===== config.mk =====
export PLATFORM = sky130hd
export DESIGN_NAME = vdr_front
export DESIGN_NICKNAME = d
export VERILOG_FILES = /design/src/rtl/vdr_pkg.sv /design/src/rtl/vdr_front.sv
export SDC_FILE = /design/constraint.sdc
export NUM_CORES = 1
export LEC_CHECK = 0
export BUFFER_PORTS_ARGS = -buffer_cell sky130_fd_sc_hd__buf_2
export CAP_MARGIN = 20
export CORE_MARGIN = 5
export CORE_UTILIZATION = 59
export CTS_CLUSTER_DIAMETER = 150
export DETAILED_ROUTE_END_ITERATION = 8
export GPL_TIMING_DRIVEN = 0
export PLACE_DENSITY_LB_ADDON = 0.1
export SKIP_CTS_REPAIR_TIMING = 1
export SLEW_MARGIN = 25
export SYNTH_ARGS = -nofsm -noshare
export SYNTH_HDL_FRONTEND = slang
export SYNTH_SLANG_ARGS = --single-unit
export TNS_END_PERCENT = 10

===== constraint.sdc =====
create_clock -name clk -period 8.38 [get_ports clk]
set_clock_uncertainty 0.05 [all_clocks]
set_input_delay 0 -clock clk [delete_from_list [all_inputs] [get_ports clk]]
set_output_delay 0 -clock clk [all_outputs]
set_load 0.1 [all_outputs]

===== src/rtl/vdr_pkg.sv =====
// Shared types and constants for the visibility disk reveal block.
package vdr_pkg;

	localparam int CFG_IDX_W = 3;
	localparam logic [CFG_IDX_W-1:0] REG_ORIGIN_X = 3'd0;
	localparam logic [CFG_IDX_W-1:0] REG_ORIGIN_Y = 3'd1;
	localparam logic [CFG_IDX_W-1:0] REG_CELL_SIZE = 3'd2;
	localparam logic [CFG_IDX_W-1:0] REG_REVEAL_RADIUS = 3'd3;
	localparam logic [CFG_IDX_W-1:0] REG_MAP_SIDE = 3'd4;

	localparam logic FUNC_POS = 1'b0;
	localparam logic FUNC_READ = 1'b1;

	// One classified request handed from front to back.
	typedef struct packed {
		logic        func;
		logic [32:0] off_x;
		logic [32:0] off_y;
		logic [15:0] read_index;
	} vdr_req_t;

	typedef enum logic [3:0] {
		ST_IDLE,
		ST_DIVX,
		ST_DIVY,
		ST_DIVR,
		ST_CHECK,
		ST_PAINT,
		ST_RD_ISSUE,
		ST_RD_WAIT,
		ST_OUT
	} vdr_state_t;

endpackage


===== src/rtl/vdr_front.sv =====
// Front stage: accepts requests, forms origin offsets, holds a two-entry queue.
module vdr_front (
	input  logic                clk,
	input  logic                arst_n,
	input  logic                in_valid,
	output logic                in_ready,
	input  logic                func,
	input  logic signed [31:0]  pos_x,
	input  logic signed [31:0]  pos_y,
	input  logic [15:0]         read_index,
	input  logic signed [31:0]  origin_x,
	input  logic signed [31:0]  origin_y,
	output logic                q_valid,
	input  logic                q_pop,
	output vdr_pkg::vdr_req_t   q_head
);
	vdr_pkg::vdr_req_t ent_q [2];
	logic        wp_q, rp_q;
	logic [1:0]  cnt_q;
	vdr_pkg::vdr_req_t nreq;
	logic push, pop;

	assign in_ready = (cnt_q != 2'd2);
	assign q_valid = (cnt_q != 2'd0);
	assign q_head = ent_q[rp_q];
	assign push = in_valid && in_ready;
	assign pop = q_pop && q_valid;

	// Offset from origin, 33-bit signed.
	always_comb begin
		nreq.func = func;
		nreq.off_x = {pos_x[31], pos_x} - {origin_x[31], origin_x};
		nreq.off_y = {pos_y[31], pos_y} - {origin_y[31], origin_y};
		nreq.read_index = read_index;
	end

	always_ff @(posedge clk) begin
		if (push) ent_q[wp_q] <= nreq;
	end

	// Queue pointers
	always_ff @(posedge clk or negedge arst_n) begin
		if (!arst_n) begin
			wp_q <= 1'b0;
			rp_q <= 1'b0;
			cnt_q <= 2'd0;
		end else begin
			if (push) wp_q <= ~wp_q;
			if (pop) rp_q <= ~rp_q;
			cnt_q <= cnt_q + {1'b0, push} - {1'b0, pop};
		end
	end

	ap_cnt: assert property (@(posedge clk) disable iff (!arst_n) cnt_q <= 2'd2)
		else $error("queue overflow");
	ap_full: assert property (@(posedge clk) disable iff (!arst_n)
		cnt_q == 2'd2 |-> !in_ready) else $error("ready while full");
	ap_pop: assert property (@(posedge clk) disable iff (!arst_n)
		(cnt_q == 2'd0 && !push) |=> cnt_q == 2'd0) else $error("count moved");
endmodule


==> results of run 1 <==
-- flip-flops by register name, summed over array words and instances (netlist names) --
| signal | flops |
|---|---|
| rp_q | 1 |
| cnt_q | 2 |
| wp_q | 1 |
| ent_q | 166 |
-- through the flow --
| step | area, sq um | instances |
|---|---|---|
| finish | 12000 | 1314 |
| global route | 12000 | 1314 |
| CTS | 11800 | 1291 |
| detailed placement | 11200 | 1259 |
| global placement | 11100 | 1254 |
| floorplan | 9670 | 805 |
-- cell type report --
cell class / count / area share
Buffer: 22 / 0.00727
Clock buffer: 17 / 0.0353
Clock inverter: 15 / 0.0132
Inverter: 86 / 0.0268
Multi-Input combinational cell: 527 / 0.347
Sequential cell: 170 / 0.422
Tap cell: 216 / 0.0224
Timing Repair Buffer: 261 / 0.126
-- worst register-to-register path, stage by stage (launching register included) --
cell and delay [ps]:
dfrtp_1 400, nand2b_1 140, and3_4 620, buf_16 330
-- cell usage in the layout, fill, tap and decap left out, drive strengths merged, types with 9 or more instances in the layout --
cell,n
ha,66
a21o,17
nor2,33
o21ai,39
clkbuf,35
mux2,83
buf,242
o21a,11
nand2,42
xnor2,39
o21bai,10
dlygate4sd3,23
inv,93
nand4,12
nand3,12
a21oi,59
edfxtp,166
xor2,21
nor2b,9
-- report_power, final --
group          internal, mW  total (mW)  switching [mW]
Sequential             1.21        1.26          0.0471
Clock                 0.398       0.754           0.356
Combinational         0.534        2.52            1.99
Total                  2.15        4.54            2.39
-- logic make-up after synthesis --
kind of cell               synth area share
adders and majority gates            0.0896
muxes                                0.0967
AOI/OAI and AO/OA                     0.123
and+or+nand+nor                      0.0678
DFF                                   0.526
xor gates and xnor gates             0.0544
buffers and inverters                0.0425
-- final timing paths --
check | from | to | cells after the start
max reg2reg | cnt_q[1] | ent_q[1][22] | 3
max in group asynchronous | arst_n | rp_q | 3
min reg2reg | cnt_q[1] | cnt_q[1] | 1
min | pos_y[0] | ent_q[1][16] | 4
min in group asynchronous | arst_n | cnt_q[1] | 3
max | origin_x[0] | ent_q[0][81] | 12
-- layer usage --
layer | track usage | wire length (microns) | vias to the layer above
met2 | 0.384 | 10700 | 208
met4 | 0.0659 | 339 | 0
met3 | 0.0432 | 1260 | 28
met1 | 0.271 | 8790 | 3332
li1 | - | - | 3516
met5 | 0 | 0 | -
==> results.md, run 1 <==
- Most frequent cell after synthesis: edfxtp_1
- Max Root-Sink Buffers: 2
- Failing checks: hold timing
- Final hold vios: 5
- Crit Path Category: in2reg
- Delay-heaviest family, CP: compound AO/OA/AOI/OAI gates
- Vias: 7084
- GRT Util Overall: 0.218
- Synth cell count leaders: edfxtp_1 (166), inv_1 (86), mux2_2 (83), ha_1 (66), a21oi_1 (58)
- CTS tree: done
- # H-tree levels: 4
- Layout cells sized above 1: 0.337
- Mapped Cells: 805
- Die H: 138 microns
- WP data required: 8500 ps
- CTS root buf: clkbuf_16
- Slew HR: 0.502
- Buf/Inv on CP: 2
- YS warnings: 0
- Max stage delay on crit path: 530 ps
- Mean post-synth cell area: 12.0 sq um
- Initial antenna violation count: 0
- Synthesized area: approximately 9700 sq um
- FF/Latch Area: between 5000 and 6000 sq um
- Area growth syn-to-layout: 24.6%
- Worst Setup Start Kind: input port
- Post-Route WL: 21100 microns
- First-pass GRT wire length: 32400 microns
- Yosys cell types: 57
- Row Count: 46
- IO buf count: 233
- Final Util: 0.753
- Post-synth EDFFs: 166
- Syn nets: 1022
- Post-synth top area cell: edfxtp_1
- DPL Wire Length: 16100 microns
- Wire per inst: about 16 microns
- Final Max Tran Viols: 0
- Die X: 138 microns
- Worst path arrival time: 3060 ps
- Share of flip-flops with an asynchronous set or reset: 0.0235
- Detailed Route Iter0 Violations: 330
- Ranking of synthesized cells by area: edfxtp_1 (52%), mux2_2 (9.7%), ha_1 (8.5%)
- Tot Pwr: 4.54 mW
- Grt ovf: 0
- Final worst slack: between 5000 and 6000 ps
- PwrDens: 376 nW/um^2
- Full die area: around 19000 sq um
- Nets: 1302
- RSZ-0062 raised after global routing: false
- Peak VDD IR: around 0.35 mV
- Via density: 5.39
- Reg-to-reg slack, setup: 6490 ps
- Top cell type's share of synthesized area: 0.516
- Clock-pin slew on the worst setup and hold paths: 70 ps
- # IOs: 234
- Sink Count: 170
- Final min period: 2940 ps
- Vias in the first global route: slightly below 7000
- DR pass1 iterations: 5
- Setup crit end kind: flip-flop
- Max Cap Violations: 0
- Worst Hold Class: in2reg
- Synth Register Bits: 170
- Final setup viols: 0
- Antenna-violating nets left: 0
- GPL Wtd Cong: about 0.88
- Fin Setup TNS: 0 ps
- Most numerous cell on the critical path: a21o_1
- Sequential-to-total area share from yosys stat: 0.526
- Period utilization: 0.351
- Hold_ws: -12.3 ps
- Worst-path cell chain: dlygate4sd3_1 -> buf_2 -> ha_1 -> fa_1 -> nand2b_1 -> a21o_1 -> a21oi_1 -> o21ai_0 -> a21o_1 -> o21ai_1 -> a21boi_0 -> o31a_1
- Number of fill cells: 1124
- Worst-Skew Late Latency: 420 ps
- Slowest-stage cell, CP: dlygate4sd3_1
- Leak: 5.13 nW
- Area occupied by multi-input gates: 4180 sq um
- N_diodes: 0
- Number of CTS-inserted buffers: 17
- Outcome: finished, violations left
- Core area: 16000 sq um
- CP max FO: 3
- Initial Util: 0.604
- Worst-Margin Slew: 747 ps
- Number of remaining DRC errors: 0
- Fmax: 340 MHz
- Place WS: about 5600 ps
- Largest net degree at the start of global routing: 44
- Synth Flop Type: edfxtp_1
(Power assumes the default switching activity.)
==> inputs of run 2 (changes only) <==
--- a/config.mk
+++ b/config.mk
@@ -8,7 +8,7 @@
 export BUFFER_PORTS_ARGS = -buffer_cell sky130_fd_sc_hd__buf_2
 export CAP_MARGIN = 20
 export CORE_MARGIN = 5
-export CORE_UTILIZATION = 59
+export CORE_UTILIZATION = 49
 export CTS_CLUSTER_DIAMETER = 150
 export DETAILED_ROUTE_END_ITERATION = 8
 export GPL_TIMING_DRIVEN = 0
==> constraint.sdc (replaced) <==
create_clock -name clk -period 2.7 [get_ports clk]
set_clock_uncertainty 0.05 [all_clocks]
set_input_delay 0 -clock clk [delete_from_list [all_inputs] [get_ports clk]]
set_output_delay 0 -clock clk [all_outputs]
set_load 0.1 [all_outputs]
==> results.md, run 2 (synthesis results as in run 1) <==
- Outcome: complete, no violations (was finished, violations left)
- Delay-heaviest family, CP: buffers and inverters (was compound AO/OA/AOI/OAI gates)
- Vias: 7032 (was 7084)
- Worst Setup Start Kind: flip-flop (was input port)
- N_diodes: 0 (unchanged)
- Final worst slack: 222 ps (was 5440 ps)
- Layout cells sized above 1: 0.338 (was 0.337)
- First-pass GRT wire length: 33700 microns (was 32400 microns)
- GPL Wtd Cong: 0.835 (was 0.882)
- # IOs: 234 (unchanged)
- Max Root-Sink Buffers: 2 (unchanged)
- Setup crit end kind: primary output (was flip-flop)
- Number of CTS-inserted buffers: 17 (unchanged)
- Number of remaining DRC errors: 0 (unchanged)
- CTS root buf: clkbuf_16 (unchanged)
- Hold_ws: 17.1 ps (was -12.3 ps)
- Worst path arrival time: 2430 ps (was 3060 ps)
- Max stage delay on crit path: 710 ps (was 530 ps)
- Via density: 5.16 (was 5.39)
- Clock-pin slew on the worst setup and hold paths: 70 ps (about the same)
- Slowest-stage cell, CP: dfrtp_1 (was dlygate4sd3_1)
- Die X: 150 microns (was 138 microns)
- Biggest register: ent_q (unchanged)
- Combinational power share: 0.552 (was 0.556)
- Initial Util: 0.497 (was 0.604)
- Top Registers: ent_q x166, cnt_q x2 (unchanged)
- Internal: 6.80 mW (was 2.15 mW)
- Buf/Inv on CP: 2 (unchanged)
- DPL Wire Length: 16600 microns (was 16100 microns)
- Max FFs per register: 166 (unchanged)
- Final min period: 2480 ps
- Largest net degree at the start of global routing: 36 (was 44)
- Final hold vios: 0 (was 5)
- Period utilization: 0.918
- Most frequent cells in the layout: buf_2 (236), edfxtp_1 (166), inv_1 (86) (unchanged)
- Core area: 19500 sq um (was 16000 sq um)
- RSZ-0062 raised after global routing: false (unchanged)
- Antenna-violating nets left: 0 (unchanged)
- Final setup viols: 0 (unchanged)
- Crit Path Category: reg2out (was in2reg)
- Commonest non-fill, non-tap cell in the layout: buf_2 (unchanged)
- CP max FO: 12 (was 3)
- Area growth syn-to-layout: 25.9% (was 24.6%)
- DR pass1 iterations: 5 (unchanged)
- Worst Hold Class: in2reg (unchanged)
- Post-Route WL: 21800 microns (was 21100 microns)
- Final Max Tran Viols: 0 (unchanged)
- Worst-Margin Slew: 634 ps (was 747 ps)
- Clock network fraction of total power: 0.172 (was 0.166)
- Die H: 150 microns (was 138 microns)
- Slew HR: 0.577 (was 0.502)
- Grt ovf: 0 (unchanged)
- Leak: 5.16 nW (was 5.13 nW)
- Detailed Route Iter0 Violations: 271 (was 330)
- Full die area: 22600 sq um (was 19000 sq um)
- Max Cap Violations: 0 (unchanged)
- Design Area, Final: 12200 sq um (was 12000 sq um)
- Worst-Skew Late Latency: 420 ps (about the same)
- Nets: 1303 (was 1302)
- IO buf count: 233 (unchanged)
- Fmax: 404 MHz
- PwrDens: 1170 nW/um^2 (was 376 nW/um^2)
- Initial antenna violation count: 1 (was 0)
- Sw Ratio: 0.523 (was 0.527)
- Row Count: 51 (was 46)
- Sw Pwr: 7.45 mW (was 2.39 mW)
- Vias in the first global route: 6917 (was 6886)
- GRT Util Overall: 0.189 (was 0.218)
- Wire per inst: 16.0 microns (about the same)
- Placed Area: 11300 sq um (was 11200 sq um)
- CTS tree: done (unchanged)
- Sequential share of power: 0.276 (was 0.278)
- Peak VDD IR: 0.688 mV (was 0.347 mV)
- WP data required: 2650 ps (was 8500 ps)
- Sink Count: 170 (unchanged)
- Place WS: -115 ps (was 5600 ps)
- # H-tree levels: 4 (unchanged)
- Worst-path cell chain: clkbuf_1 -> mux2_2 -> buf_2 (was dlygate4sd3_1 -> buf_2 -> ha_1 -> fa_1 -> nand2b_1 -> a21o_1 -> a21oi_1 -> o21ai_0 -> a21o_1 -> o21ai_1 -> a21boi_0 -> o31a_1)
-- run 2: area by class of cell --
type                    count  area [sq um]
plain buffers              21          85.1
inverters                  86           323
repair buffers            263          1560
clock buffers              17           425
well taps                 265           332
flip-flops and latches    170          5080
fillers                  1595          7300
clock inverters            15           169
multi-input cells         527          4190
-- run 2: routing by layer --
layer  track usage  routed length (microns)  vias to the layer above
li1              -                        -                     3536
met1         0.239                     9190                     3293
met2         0.332                    11200                      184
met3        0.0391                     1170                       17
met4        0.0480                      217                        2
met5             0                       13                        -
-- run 2: worst paths after layout --
| path | startpoint | to | slack [ps] | cells past startpoint |
|---|---|---|---|---|
| hold / removal | origin_y[1] | ent_q[0][17] | 20 | 3 |
| min in group asynchronous | arst_n | wp_q | 430 | 3 |
| max in group asynchronous | arst_n | rp_q | 1990 | 3 |
| setup reg to reg | cnt_q[1] | cnt_q[1] | 730 | 7 |
| hold reg to reg | wp_q | wp_q | 500 | 1 |
| setup / recovery | rp_q | q_head[68] | 220 | 3 |
-- run 2: worst register-to-register path, cell delays in order, from the launching register on --
cell     delay, ps
dfrtp_1        430
or2_2          330
and2_1         190
ha_1           270
inv_1           40
ha_1           190
xnor2_1        230
xnor2_1        160
-- run 2: power groups by stage --
stage	Sequential, mW	Clock [mW]	Combinational [mW]
2_1_floorplan	3.95	0	6.49
3_3_place_gp	3.99	0	7.71
3_5_place_dp	3.97	0	7.92
4_1_cts	3.91	2.51	7.94
5_1_grt	3.99	2.63	8.22
6_report	3.94	2.45	7.86
-- run 2: per-stage QoR --
stage	total power [mW]	std cells	util	setup TNS, ps
2_1_floorplan	10.4	805	-	0
3_3_place_gp	11.7	1303	0.574	-39250
3_5_place_dp	11.9	1309	0.582	-534
4_1_cts	14.4	1341	0.613	-1830
5_1_grt	14.8	1364	0.625	0
6_report	14.2	1364	0.625	0
